[src/rtl/akm_pkg.sv]
// Shared types, constants and keyword table for the acknowledgement keyword matcher.
package akm_pkg;

    localparam int NUM_KW      = 41;
    localparam int CHUNK_FIRST = 10;
    localparam int CHUNK_KEYS  = 3;

    // One input transaction.
    typedef struct packed {
        logic [7:0] data_byte;
        logic       last;
    } akm_in_t;

    // One result transaction.
    typedef struct packed {
        logic              found;
        logic [5:0]        keyword_index;
        logic              chunk_valid;
        logic signed [7:0] chunk_id;
    } akm_out_t;

    // Token that moves down the cell chain, one cell per cycle while advance is high.
    typedef struct packed {
        logic       valid;
        logic [7:0] data;
        logic       active;      // byte takes part in matching (before end of string)
        logic       last;        // final byte of the buffer, carries the result
        logic       found;
        logic [5:0] hit;
        logic       chunk_valid;
        logic [7:0] c0;
        logic [7:0] c1;
    } akm_token_t;

    // Keywords, already lower case, right-justified in 7 bytes.
    function automatic logic [55:0] kw_str(input int k);
        logic [55:0] s;
        begin
            case (k)
                0:       s = "sotx";
                1:       s = "dfrm";
                2:       s = "dxxm";
                3:       s = "dorm";
                4:       s = "mfld";
                5:       s = "dxbl";
                6:       s = "ruphs";
                7:       s = "ruph";
                8:       s = "difwi";
                9:       s = "dcfi00";
                10:      s = "rdy$";
                11:      s = "$ack";
                12:      s = "nack";
                13:      s = "eoio";
                14:      s = "er40";
                15:      s = "osip sz";
                16:      s = "rosip";
                17:      s = "done";
                18:      s = "rimg";
                19:      s = "eoiu";
                20:      s = "hlt$";
                21:      s = "er00";
                22:      s = "hlt0";
                23:      s = "er01";
                24:      s = "er02";
                25:      s = "er03";
                26:      s = "er04";
                27:      s = "er10";
                28:      s = "er11";
                29:      s = "er12";
                30:      s = "er13";
                31:      s = "er20";
                32:      s = "er21";
                33:      s = "er22";
                34:      s = "er25";
                35:      s = "errr";
                36:      s = "erb0";
                37:      s = "erb1";
                38:      s = "rtbd";
                39:      s = "dcsdb";
                40:      s = "ucsdb";
                default: s = '0;
            endcase
            return s;
        end
    endfunction

    function automatic int kw_len(input int k);
        logic [55:0] s;
        int          n;
        begin
            s = kw_str(k);
            n = 0;
            for (int i = 0; i < 7; i++) begin
                if (s[8*i +: 8] != 8'd0) begin
                    n = i + 1;
                end
            end
            return n;
        end
    endfunction

    // Character p of keyword k at byte p; unused positions are zero.
    function automatic logic [7:0][7:0] kw_chars(input int k);
        logic [55:0]     s;
        logic [7:0][7:0] c;
        int              n;
        begin
            s = kw_str(k);
            n = kw_len(k);
            c = '0;
            for (int i = 0; i < n; i++) begin
                c[i] = s[8*(n-1-i) +: 8];
            end
            return c;
        end
    endfunction

endpackage

[src/rtl/akm_cell.sv]
// One keyword matcher cell of the chain: progress, seen flag, chunk capture, result pickup.
module akm_cell #(
    parameter int KW_INDEX = 0
) (
    input  logic                clk,
    input  logic                rst_n,
    input  logic                advance,
    input  logic [5:0]          start_keyword,
    input  akm_pkg::akm_token_t tok_in,
    output akm_pkg::akm_token_t tok_out
);

    localparam logic [7:0][7:0] CHARS    = akm_pkg::kw_chars(KW_INDEX);
    localparam logic [2:0]      LEN      = 3'(akm_pkg::kw_len(KW_INDEX));
    localparam logic [2:0]      LAST_POS = 3'(akm_pkg::kw_len(KW_INDEX) - 1);
    localparam logic [5:0]      IDX      = 6'(KW_INDEX);
    localparam logic            IS_CHUNK = (KW_INDEX >= akm_pkg::CHUNK_FIRST) &&
        (KW_INDEX < akm_pkg::CHUNK_FIRST + akm_pkg::CHUNK_KEYS);

    logic [2:0]          prog_reg, prog_next;
    logic                seen_reg, seen_next;
    logic [1:0]          cnt_reg, cnt_next;
    logic [7:0]          ch0_reg, ch0_next;
    logic [7:0]          ch1_reg, ch1_next;
    akm_pkg::akm_token_t tok_reg, tok_next;

    logic [2:0] prog_upd, p;
    logic       seen_upd;
    logic [1:0] cnt_upd;
    logic [7:0] ch0_upd, ch1_upd;
    logic [7:0] fb;

    always_comb
    begin
        fb       = (tok_in.data >= 8'h41 && tok_in.data <= 8'h5A) ?
                   tok_in.data + 8'd32 : tok_in.data;
        prog_upd = prog_reg;
        seen_upd = seen_reg;
        cnt_upd  = cnt_reg;
        ch0_upd  = ch0_reg;
        ch1_upd  = ch1_reg;
        p        = prog_reg;

        if (tok_in.active)
        begin
            // chunk bytes follow a completed match, checked against the old seen flag
            if (IS_CHUNK && seen_reg && cnt_reg < 2'd2)
            begin
                if (cnt_reg == 2'd0)
                begin
                    ch0_upd = tok_in.data;
                end
                else
                begin
                    ch1_upd = tok_in.data;
                end
                cnt_upd = cnt_reg + 2'd1;
            end
            if (!seen_reg)
            begin
                if (p >= LEN)
                begin
                    p = 3'd0;
                end
                // mismatch: restart and test the same byte against the first char
                if (fb != CHARS[p])
                begin
                    p = 3'd0;
                end
                if (fb == CHARS[p])
                begin
                    if (p == LAST_POS)
                    begin
                        seen_upd = 1'b1;
                        p        = 3'd0;
                    end
                    else
                    begin
                        p = p + 3'd1;
                    end
                end
                prog_upd = p;
            end
        end

        // first eligible seen keyword down the chain is the lowest index
        tok_next = tok_in;
        if (tok_in.valid && tok_in.last && !tok_in.found && seen_upd &&
            IDX >= start_keyword)
        begin
            tok_next.found       = 1'b1;
            tok_next.hit         = IDX;
            tok_next.chunk_valid = IS_CHUNK;
            tok_next.c0          = (IS_CHUNK && cnt_upd > 2'd0) ? ch0_upd : 8'd0;
            tok_next.c1          = (IS_CHUNK && cnt_upd > 2'd1) ? ch1_upd : 8'd0;
        end

        prog_next = prog_reg;
        seen_next = seen_reg;
        cnt_next  = cnt_reg;
        ch0_next  = ch0_reg;
        ch1_next  = ch1_reg;
        if (advance && tok_in.valid)
        begin
            ch0_next = ch0_upd;
            ch1_next = ch1_upd;
            if (tok_in.last)
            begin
                prog_next = 3'd0;
                seen_next = 1'b0;
                cnt_next  = 2'd0;
            end
            else
            begin
                prog_next = prog_upd;
                seen_next = seen_upd;
                cnt_next  = cnt_upd;
            end
        end
    end

    always_ff @(posedge clk or negedge rst_n)
    begin
        if (!rst_n)
        begin
            prog_reg <= 3'd0;
            seen_reg <= 1'b0;
            cnt_reg  <= 2'd0;
            tok_reg  <= '0;
        end
        else
        begin
            prog_reg <= prog_next;
            seen_reg <= seen_next;
            cnt_reg  <= cnt_next;
            if (advance)
            begin
                tok_reg <= tok_next;
            end
        end
    end

    always_ff @(posedge clk)
    begin
        ch0_reg <= ch0_next;
        ch1_reg <= ch1_next;
    end

    assign tok_out = tok_reg;

endmodule

[src/rtl/akm_result.sv]
// Chain tail: chunk number parse, output register and chain stall control.
module akm_result (
    input  logic                clk,
    input  logic                rst_n,
    input  akm_pkg::akm_token_t tok_in,
    output logic                advance,
    output logic                out_valid,
    input  logic                out_ready,
    output akm_pkg::akm_out_t   out_data
);

    logic              out_valid_reg, out_valid_next;
    akm_pkg::akm_out_t out_reg, out_next;
    logic              tail_result;

    function automatic logic is_blank(input logic [7:0] c);
        return (c == 8'h20) || (c >= 8'd9 && c <= 8'd13);
    endfunction

    function automatic logic is_digit(input logic [7:0] c);
        return (c >= 8'h30) && (c <= 8'h39);
    endfunction

    // atoi over two bytes: optional blank, optional sign, up to two digits
    function automatic logic [7:0] parse_two(input logic [7:0] c0, input logic [7:0] c1);
        logic [7:0] d0, d1, r;
        begin
            d0 = c0 - 8'h30;
            d1 = c1 - 8'h30;
            r  = 8'd0;
            if (is_blank(c0))
            begin
                r = is_digit(c1) ? d1 : 8'd0;
            end
            else if (c0 == 8'h2B || c0 == 8'h2D)
            begin
                if (is_digit(c1))
                begin
                    r = (c0 == 8'h2D) ? 8'd0 - d1 : d1;
                end
            end
            else if (is_digit(c0))
            begin
                r = is_digit(c1) ? 8'(d0 * 8'd10) + d1 : d0;
            end
            return r;
        end
    endfunction

    assign tail_result = tok_in.valid && tok_in.last;
    assign advance     = !(tail_result && out_valid_reg && !out_ready);

    always_comb
    begin
        out_next.found         = tok_in.found;
        out_next.keyword_index = tok_in.hit;
        out_next.chunk_valid   = tok_in.chunk_valid;
        out_next.chunk_id      = tok_in.chunk_valid ?
                                 $signed(parse_two(tok_in.c0, tok_in.c1)) : 8'sd0;

        out_valid_next = out_valid_reg;
        if (tail_result && advance)
        begin
            out_valid_next = 1'b1;
        end
        else if (out_ready)
        begin
            out_valid_next = 1'b0;
        end
    end

    always_ff @(posedge clk or negedge rst_n)
    begin
        if (!rst_n)
        begin
            out_valid_reg <= 1'b0;
        end
        else
        begin
            out_valid_reg <= out_valid_next;
        end
    end

    always_ff @(posedge clk)
    begin
        if (tail_result && advance)
        begin
            out_reg <= out_next;
        end
    end

    assign out_valid = out_valid_reg;
    assign out_data  = out_reg;

endmodule

[src/rtl/ack_keyword_matcher_unit.sv]
// Top level: byte-serial case-insensitive keyword matcher built as a chain of 41 cells.
//
// Usage:
//   in channel  (in_valid/in_ready/in_data): one reply byte per transaction, with
//     a last flag on the final byte of the buffer. A zero byte ends the string;
//     later bytes of the same buffer are ignored but still accepted.
//   out channel (out_valid/out_ready/out_data): one transaction per buffer,
//     produced by the byte that carries last; other bytes produce nothing.
//   cfg_we/cfg_wdata: writes start_keyword, the lowest keyword index searched.
//     Write only while no buffer is in flight.
// Throughput: one byte per clock while the chain is not stalled. Each byte walks
//   down the chain of 41 matcher cells, one registered cell per cycle, so the cells
//   work on 41 different bytes at once.
// Result path: cell 0 registers the last byte on its accepting edge, the byte
//   then passes 40 more cells, and the output register that holds the chunk
//   parse raises out_valid.
// Stall: if a result waits in the output register and out_ready is low when
//   the next result reaches the chain tail, the whole chain freezes and
//   in_ready drops until the receiver takes the waiting transaction.
// Reset: clears all match progress, seen flags, the end-of-string flag, the
//   output register valid, and sets start_keyword to 0.
module ack_keyword_matcher_unit (
    input  logic              clk,
    input  logic              rst_n,
    input  logic              in_valid,
    output logic              in_ready,
    input  akm_pkg::akm_in_t  in_data,
    output logic              out_valid,
    input  logic              out_ready,
    output akm_pkg::akm_out_t out_data,
    input  logic              cfg_we,
    input  logic [5:0]        cfg_wdata
);

    logic [5:0]          start_keyword_reg, start_keyword_next;
    logic                string_ended_reg, string_ended_next;
    logic                advance;
    logic                in_accept;
    akm_pkg::akm_token_t chain [akm_pkg::NUM_KW+1];

    assign in_ready  = advance;
    assign in_accept = in_valid && advance;

    // Head of chain: decide here whether the byte still belongs to the string.
    always_comb
    begin
        chain[0]             = '0;
        chain[0].valid       = in_valid;
        chain[0].data        = in_data.data_byte;
        chain[0].last        = in_data.last;
        chain[0].active      = in_valid && !string_ended_reg &&
                               (in_data.data_byte != 8'd0);

        string_ended_next = string_ended_reg;
        if (in_accept)
        begin
            if (in_data.last)
            begin
                string_ended_next = 1'b0;      // new buffer starts after last
            end
            else if (in_data.data_byte == 8'd0)
            begin
                string_ended_next = 1'b1;
            end
        end

        start_keyword_next = cfg_we ? cfg_wdata : start_keyword_reg;
    end

    always_ff @(posedge clk or negedge rst_n)
    begin
        if (!rst_n)
        begin
            start_keyword_reg <= 6'd0;
            string_ended_reg  <= 1'b0;
        end
        else
        begin
            start_keyword_reg <= start_keyword_next;
            string_ended_reg  <= string_ended_next;
        end
    end

    // Matcher cells, lowest keyword index first so the first hit wins.
    for (genvar k = 0; k < akm_pkg::NUM_KW; k++)
    begin : g_cell
        akm_cell #(
            .KW_INDEX (k)
        ) u_cell (
            .clk           (clk),
            .rst_n         (rst_n),
            .advance       (advance),
            .start_keyword (start_keyword_reg),
            .tok_in        (chain[k]),
            .tok_out       (chain[k+1])
        );
    end

    akm_result u_result (
        .clk       (clk),
        .rst_n     (rst_n),
        .tok_in    (chain[akm_pkg::NUM_KW]),
        .advance   (advance),
        .out_valid (out_valid),
        .out_ready (out_ready),
        .out_data  (out_data)
    );

`ifndef SYNTHESIS
    // Input side only backs up behind a result the receiver has not taken.
    a_stall_cause: assert property (@(posedge clk) disable iff (!rst_n)
        !in_ready |-> (out_valid && !out_ready))
        else $error("in_ready low without a blocked result");

    // A reported keyword respects the start register and the keyword range.
    a_index_range: assert property (@(posedge clk) disable iff (!rst_n)
        (out_valid && out_data.found) |->
        (out_data.keyword_index >= start_keyword_reg &&
         out_data.keyword_index < 6'(akm_pkg::NUM_KW)))
        else $error("keyword index out of range");

    // Chunk number only for the chunk keywords.
    a_chunk_kw: assert property (@(posedge clk) disable iff (!rst_n)
        (out_valid && out_data.chunk_valid) |->
        (out_data.found && out_data.keyword_index >= 6'd10 &&
         out_data.keyword_index <= 6'd12))
        else $error("chunk_valid on a non-chunk keyword");

    // No match means all other result fields are zero.
    a_not_found: assert property (@(posedge clk) disable iff (!rst_n)
        (out_valid && !out_data.found) |->
        (out_data.keyword_index == 6'd0 && !out_data.chunk_valid &&
         out_data.chunk_id == 8'sd0))
        else $error("fields set on a miss");
`endif

endmodule
[config.mk]
export PLATFORM = sky130hd
export DESIGN_NAME = ack_keyword_matcher_unit
export DESIGN_NICKNAME = d
export VERILOG_FILES = /design/src/rtl/akm_pkg.sv /design/src/rtl/akm_cell.sv /design/src/rtl/akm_result.sv /design/src/rtl/ack_keyword_matcher_unit.sv
export SDC_FILE = /design/constraint.sdc
export NUM_CORES = 2
export LEC_CHECK = 0
export ABC_AREA = 0
export BUFFER_PORTS_ARGS = -buffer_cell sky130_fd_sc_hd__buf_2
export CAP_MARGIN = 10
export CORE_MARGIN = 2
export CORE_UTILIZATION = 60
export CTS_CLUSTER_DIAMETER = 120
export DETAILED_ROUTE_END_ITERATION = 8
export PLACE_DENSITY = 0.76
export SKIP_CTS_REPAIR_TIMING = 1
export SLEW_MARGIN = 20
export SYNTH_ARGS = -nofsm -noshare
export SYNTH_HDL_FRONTEND = slang
export SYNTH_SLANG_ARGS = --single-unit
[constraint.sdc]
create_clock -name clk -period 6 [get_ports clk]
set_input_delay 1.2 -clock clk [delete_from_list [all_inputs] [get_ports clk]]
set_output_delay 1.2 -clock clk [all_outputs]
set_load 0.005 [all_outputs]
== Word-level counts from Yosys, hierarchy flattened ==
Memory sizes are Yosys's and may differ from the RTL's.
Index checks and enable logic that the tools add are counted.
Cells by class
  equal/unequal tests: 167
  mux-type cells: 864
  $lt $le $gt $ge: 261
  add/subtract/negate cells: 89
  multipliers: 1
  reduce and logical (&&, ||, !) cells: 392
Operators with widths (number)
  $mux W3: 451
  $mux W8: 154
  $mux W24: 41
  $add A8 B6 Y8 const B: 41
  $eq A8 B8 Y1: 41
  $ge A8 B7 Y1 const B: 41
  $le A8 B7 Y1 const B: 41
  $lt A3 B4 Y1 const B: 82
  $ne A8 B8 Y1: 41
  $logic_and A1 B1 Y1: 257
  $mux W1: 209
  $add A3 B1 Y3 const B: 41
  $ge A3 B3 Y1 const B: 41
  $reduce_and A3 Y1: 41
  $eq A3 B2 Y1 const B: 34
  $ge A5 B6 Y1 const A: 16
  $reduce_bool A2 Y1: 43
  $ne A2 B2 Y1 const B: 41
  $ge A6 B6 Y1 const A: 9
  $ge A4 B6 Y1 const A: 8
  $logic_not A1 Y1: 43
  $eq A8 B6 Y1 const B: 3
  $ge A3 B6 Y1 const A: 4
  $eq A3 B3 Y1 const B: 7
  19 further kinds: 44
Word-level totals
  bits of input ports: 20
  memory bits (read-only): 5248
  register bits: 1668
  output and inout port bits: 18
  logic and storage cells: 2321
  memories: 82
Memories
  (name not given): depth 8, width 8, rd ports 1, clocked after memory_dff 0, wr ports 0, RTL line akm_cell.sv:66  | if (fb != CHARS[p])
  (name not given): depth 8, width 8, rd ports 1, clocked after memory_dff 0, wr ports 0, RTL line akm_cell.sv:70  | if (fb == CHARS[p])
  (name not given): depth 8, width 8, rd ports 1, clocked after memory_dff 0, wr ports 0, RTL line akm_cell.sv:66
  (name not given): depth 8, width 8, rd ports 1, clocked after memory_dff 0, wr ports 0, RTL line akm_cell.sv:70
  (name not given): depth 8, width 8, rd ports 1, clocked after memory_dff 0, wr ports 0, RTL line akm_cell.sv:66
  (name not given): depth 8, width 8, rd ports 1, clocked after memory_dff 0, wr ports 0, RTL line akm_cell.sv:70
  76 more memories

== Longest topological paths before layout ==
  word-level depth: 19
  gate-level depth with buffers: 19
  mapped depth without buffers: 18

== Worst setup path after synthesis ==
No wires, ideal clock.
  path kind: reg-to-reg
  start: register g_cell[14].u_cell.tok_reg (netlist bit g_cell[14].u_cell.tok_out[31])
  end: register g_cell[15].u_cell.tok_reg (netlist bit g_cell[15].u_cell.tok_out[10])
  period minus slack after synthesis: 4.836 ns
  required time: 5.870 ns
  library setup time: 0.130 ns
  stages on the path, launching flop included: 17
  buffers on the path: 2
  arrival: 4.706 ns
  path slack: 1.164 ns
  cell sequence: dfrtp_1 -> ha_1 -> or3_1 -> a22o_1 -> a2111o_1 -> a2111oi_2 -> nor2b_1 -> buf_2 -> nand3_1 -> ha_1 -> nor3_1 -> or4b_2 -> a211oi_1 -> o211ai_2 -> o21bai_1 -> buf_2 -> o21ai_0
On the way
  cells in the longest elaborated chain, start to end: 16
  elaborated cells on any way between the ends: 20
  classes of those cells: 1 x add/sub; 2 x order compare; 3 x eq/ne; 10 x mux; 3 x reduce/logical; 1 x memory
RTL lines
  start: declaration: RTL line akm_cell.sv:25  | akm_pkg::akm_token_t tok_reg, tok_next;
  start signal: assignment: RTL line akm_cell.sv:138  | tok_reg <= tok_next;
  $ge A8 B7 Y1 or $le A8 B7 Y1 (tied branches): RTL line akm_cell.sv:35  | fb = (tok_in.data >= 8'h41 && tok_in.data <= 8'h5A) ?
  $logic_and A1 B1 Y1: RTL line akm_cell.sv:35
  $mux W8 *: RTL line akm_cell.sv:35
  $ne A8 B8 Y1: RTL line akm_cell.sv:66
  $mux W3: RTL line akm_cell.sv:66
  $mux W3: RTL line akm_cell.sv:59  | if (!seen_reg)
  $mux W3: RTL line akm_cell.sv:44  | if (tok_in.active)
  $mem_v2 Z8 W8
  $mux W8 (implied by the code): RTL line akm_cell.sv:70
  $eq A8 B8 Y1: RTL line akm_cell.sv:70
  $mux W1 *: RTL line akm_cell.sv:70
  $mux W1 *: RTL line akm_cell.sv:59
  $mux W1 *: RTL line akm_cell.sv:44
  $logic_and A1 B1 Y1 * (2 in series): RTL line akm_cell.sv:88  | if (tok_in.valid && tok_in.last && !tok_in.found && seen_upd &&
  $mux W24 *: RTL line akm_cell.sv:88
  end signal: assignment: RTL line akm_cell.sv:138
  end: declaration: RTL line akm_cell.sv:25
Every way passes the cells marked *; elsewhere a longest branch is shown, timed or not. The select of a mux whose other input is x is not followed.
A chain may end at the register's enable or synchronous reset.

== Worst setup path in the final report ==
  start: register g_cell[14].u_cell.tok_reg (netlist bit g_cell[14].u_cell.tok_out[32])
  end: register g_cell[15].u_cell.tok_reg (netlist bit g_cell[15].u_cell.tok_out[13])
The elaborated chain is that of the path after synthesis.

==> impl_metrics.py <==
metrics = {
    "clock_network": {
        "cts-htree-levels": 4,
        "cts_max_path_buffers": 3,
        "cts-root-buf": "clkbuf_16",
        "cts.sinks": 1435,
        "cts_buffers": 149,
        "clk_pin_slew_ns": 0.06,
        "insertion_delay_ns": 0.79,
        "cts_tree": "built",
    },
    "setup_path": {
        "crit_path_max_fanout": 23,
        "cp-endpoint": "g_cell[15].u_cell.tok_out[13]",
        "r2r_start": "g_cell[14].u_cell.tok_out[32]",
        "cp_data_required_time_ns": 6.63,
        "cp.arrival_ns": 6.11,
        "rr_worst_depth": 15,
        "worstSetupStartpoint": "g_cell[14].u_cell.tok_out[32]",
        "r2r_end": "g_cell[15].u_cell.tok_out[13]",
        "critical_path_class": "reg -> reg",
        "critPathCaptureType": "register",
        "crit_path_start_kind": "register",
        "reg2reg_slack_ns": 0.52,
    },
    "timing": {
        "max_clock_freq_mhz": 182,
        "slew_headroom_pct": 18.0,
        "setup_violations": 0,
        "period_needed_ns": 5.48,
        "skew_ns": 0.0451,
        "finalMaxSlewViolations": 0,
        "finalHoldViolCount": 0,
        "finalCritPeriodShare_pct": 91.3,
        "fin_tns_setup_ns": 0,
        "rsz0062_at_grt": "no",
        "worst_slew_pin_slew_ns": 1.23,
    },
    "grt": {
        "grt_pass1_wl_um": 255000,
        "grt_pass1_vias": 50500,
        "antenna_found_initial": 5,
        "grt_use_total_pct": 25.7,
        "grt_max_degree": 214,
        "grt-ovfl-total": 0,
    },
    "floorplanning": {
        "die_w_um": 343,
        "io-pin-count": 38,
        "die-area_um2": 118000,
        "die_h_um": 343,
        "core-area_um2": 114000,
        "rows": 124,
        "start_util_pct": 60.5,
    },
    "status": {
        "outcome": "completed",
    },
    "power_and_ir_drop": {
        "power_switching_share_pct": 29.7,
        "p_leak_uw": 0.0350,
        "peakVddDrop_uv": 302,
        "clkPwrFrac_pct": 37.4,
        "combPwrFrac_pct": 13.9,
        "p_per_area_nw_per_um2": 330,
        "p_int_uw": 17500,
        "switchingPower_uw": 7390,
        "sequentialPowerShare_pct": 48.7,
    },
    "placement": {
        "dp.cells": 8547,
        "gp_congestion": 0.895,
        "portBuffers": 37,
        "dpl.hpwl_um": 97200,
    },
    "routing": {
        "drtIter0Drc": 4034,
        "vias": 51900,
        "wl_met1_um": 67800,
        "drt-pass1-iter-count": 6,
        "wl_per_cell_um": 16.9,
        "ant_nets": 0,
        "viasPerCell": 5.88,
        "highest_layer": "met5",
        "wl_met3_um": 5860,
        "wl_um": 149000,
        "drc": 0,
        "dr_wl_met2_um": 72400,
    },
    "yosys": {
        "syn_nets": 7575,
        "ys_async_sr_fraction_pct": 95.5,
        "synth_cell_types": 94,
        "yosysSeqAreaShare_pct": 52.4,
        "synth_area_um2": 69100,
        "postSynthAreaPerCell_um2": 9.42,
        "synth-main-ff-cell": "dfrtp_1",
        "ys_seq_elements": 1435,
        "synth_edf_count": 64,
        "synthCells": 7340,
        "yosys_warnings": 0,
    },
    "job": {
        "drv_cap": 0,
    },
    "hold_path": {
        "holdCritPathClass": "in -> async",
    },
    "layout": {
        "drive_gt1_share_pct": 6.39,
        "final_nets": 7421,
        "stdcell_count": 8821,
        "syn2layout_area_growth_pct": 9.03,
        "largest_reg_flops": 1193,
    },
}
synth_stat cells, types with 105 or more instances:
master,number,area (µm²)
nand2_1,1988,7460
dfrtp_1,1371,34300
clkbuf_1,361,1360
a21oi_1,353,1770
nor2_1,352,1320
a22o_1,296,2590
o21ai_0,281,1410
inv_1,252,946
ha_1,213,2670
nor3_1,144,721
nand3_1,109,546
nor2b_1,105,657
cell usage in the layout, fill, tap and decap left out, types with 68 or more instances in the layout:
cell and count:
a21oi_1 352, nor2_1 350, ha_1 213, xor2_1 78, o21ai_0 279, nand2b_1 97
mux2i_1 68, a31oi_1 79, inv_1 251, nand2_1 1988, dfrtp_1 1371, nand3_1 109
clkbuf_16 151, nor3_1 142, nor2b_1 104, a22o_1 296, xnor2_1 101
kinds of logic (layout without fill, tap and decap cells):
kind of cell             Yosys count  count (layout)  synth area share [%]
AO/OA/AOI/OAI                   1521            1521                  15.2
XOR/XNOR                         179             179                  2.27
adder cells (fa/ha/maj)          215             215                  3.91
buffers and inverters            661             629                  3.66
flip-flops                      1435            1435                  52.4
multiplexers                     119             119                  1.82
other                              0               1                     0
AND/OR/NAND/NOR                 3210            3210                  20.7
through the flow:
step | worst slack (ns) | power, µW | instance area [µm²] | utilization (%) | hold slack, ns
floorplan | 1.16 | 14500 | 69100 | - | 0.425
CTS | 0.471 | 25100 | 75400 | 65.9 | 0.417
global placement | 0.528 | 15500 | 70400 | 61.6 | 0.445
detailed placement | 0.498 | 15700 | 70400 | 61.6 | 0.445
global route | 0.126 | 26100 | 75400 | 65.9 | 0.429
finish | 0.520 | 24900 | 75400 | 65.9 | 0.370
worst min-delay path by stage:
stage | slack, ns | endpoint | from | cells past startpoint
2_1_floorplan | 0.43 | u_result.out_data[10] | g_cell[40].u_cell.tok_out[18] | 0
3_3_place_gp | 0.44 | u_result.out_data[13] | g_cell[40].u_cell.tok_out[21] | 0
3_5_place_dp | 0.45 | u_result.out_data[13] | g_cell[40].u_cell.tok_out[21] | 0
4_1_cts | 0.42 | g_cell[26].u_cell.tok_out[31] | rst_n | 1
5_1_grt | 0.43 | g_cell[26].u_cell.tok_out[33] | rst_n | 1
6_report | 0.37 | g_cell[26].u_cell.tok_out[31] | rst_n | 1
critical path, cell delays in order (launching register included):
cell       delay [ns]
dfrtp_1          0.51
ha_1             0.29
or3_1            0.38
a22o_1           0.26
a2111o_1         0.36
a2111oi_2        0.58
nor2b_1          0.33
nand3_1          0.23
ha_1             0.42
nor3_1           0.20
or4b_2           0.61
a211oi_1         0.34
o211ai_2         0.24
o21bai_1         0.19
buf_4            0.27
o21ai_0          0.15
power by group through the flow:
| stage | sequential, µW | combinational [µW] | clock, µW |
|---|---|---|---|
| 2_1_floorplan | 11600 | 2860 | 0 |
| 3_3_place_gp | 12200 | 3310 | 0 |
| 3_5_place_dp | 12300 | 3450 | 0 |
| 4_1_cts | 12100 | 3480 | 9470 |
| 5_1_grt | 12300 | 3970 | 9870 |
| 6_report | 12100 | 3460 | 9320 |
cell type report:
| type | instances | area [µm²] |
|---|---|---|
| clock inverter | 62 | 697 |
| clock buffer | 211 | 4250 |
| antenna | 1 | 2.50 |
| multi-input combinational | 5244 | 30500 |
| sequential | 1435 | 36200 |
| tap | 1512 | 1890 |
| fill | 9007 | 39000 |
| inverter | 252 | 953 |
| timing repair buffer | 104 | 878 |
metal layers:
metal  vias up  track usage [%]
met3       227             3.55
li1      25000                -
met1     25700             35.5
met4         2             7.68
met2       954             42.6
met5         -                0
Power figures use the tool's default switching activity.
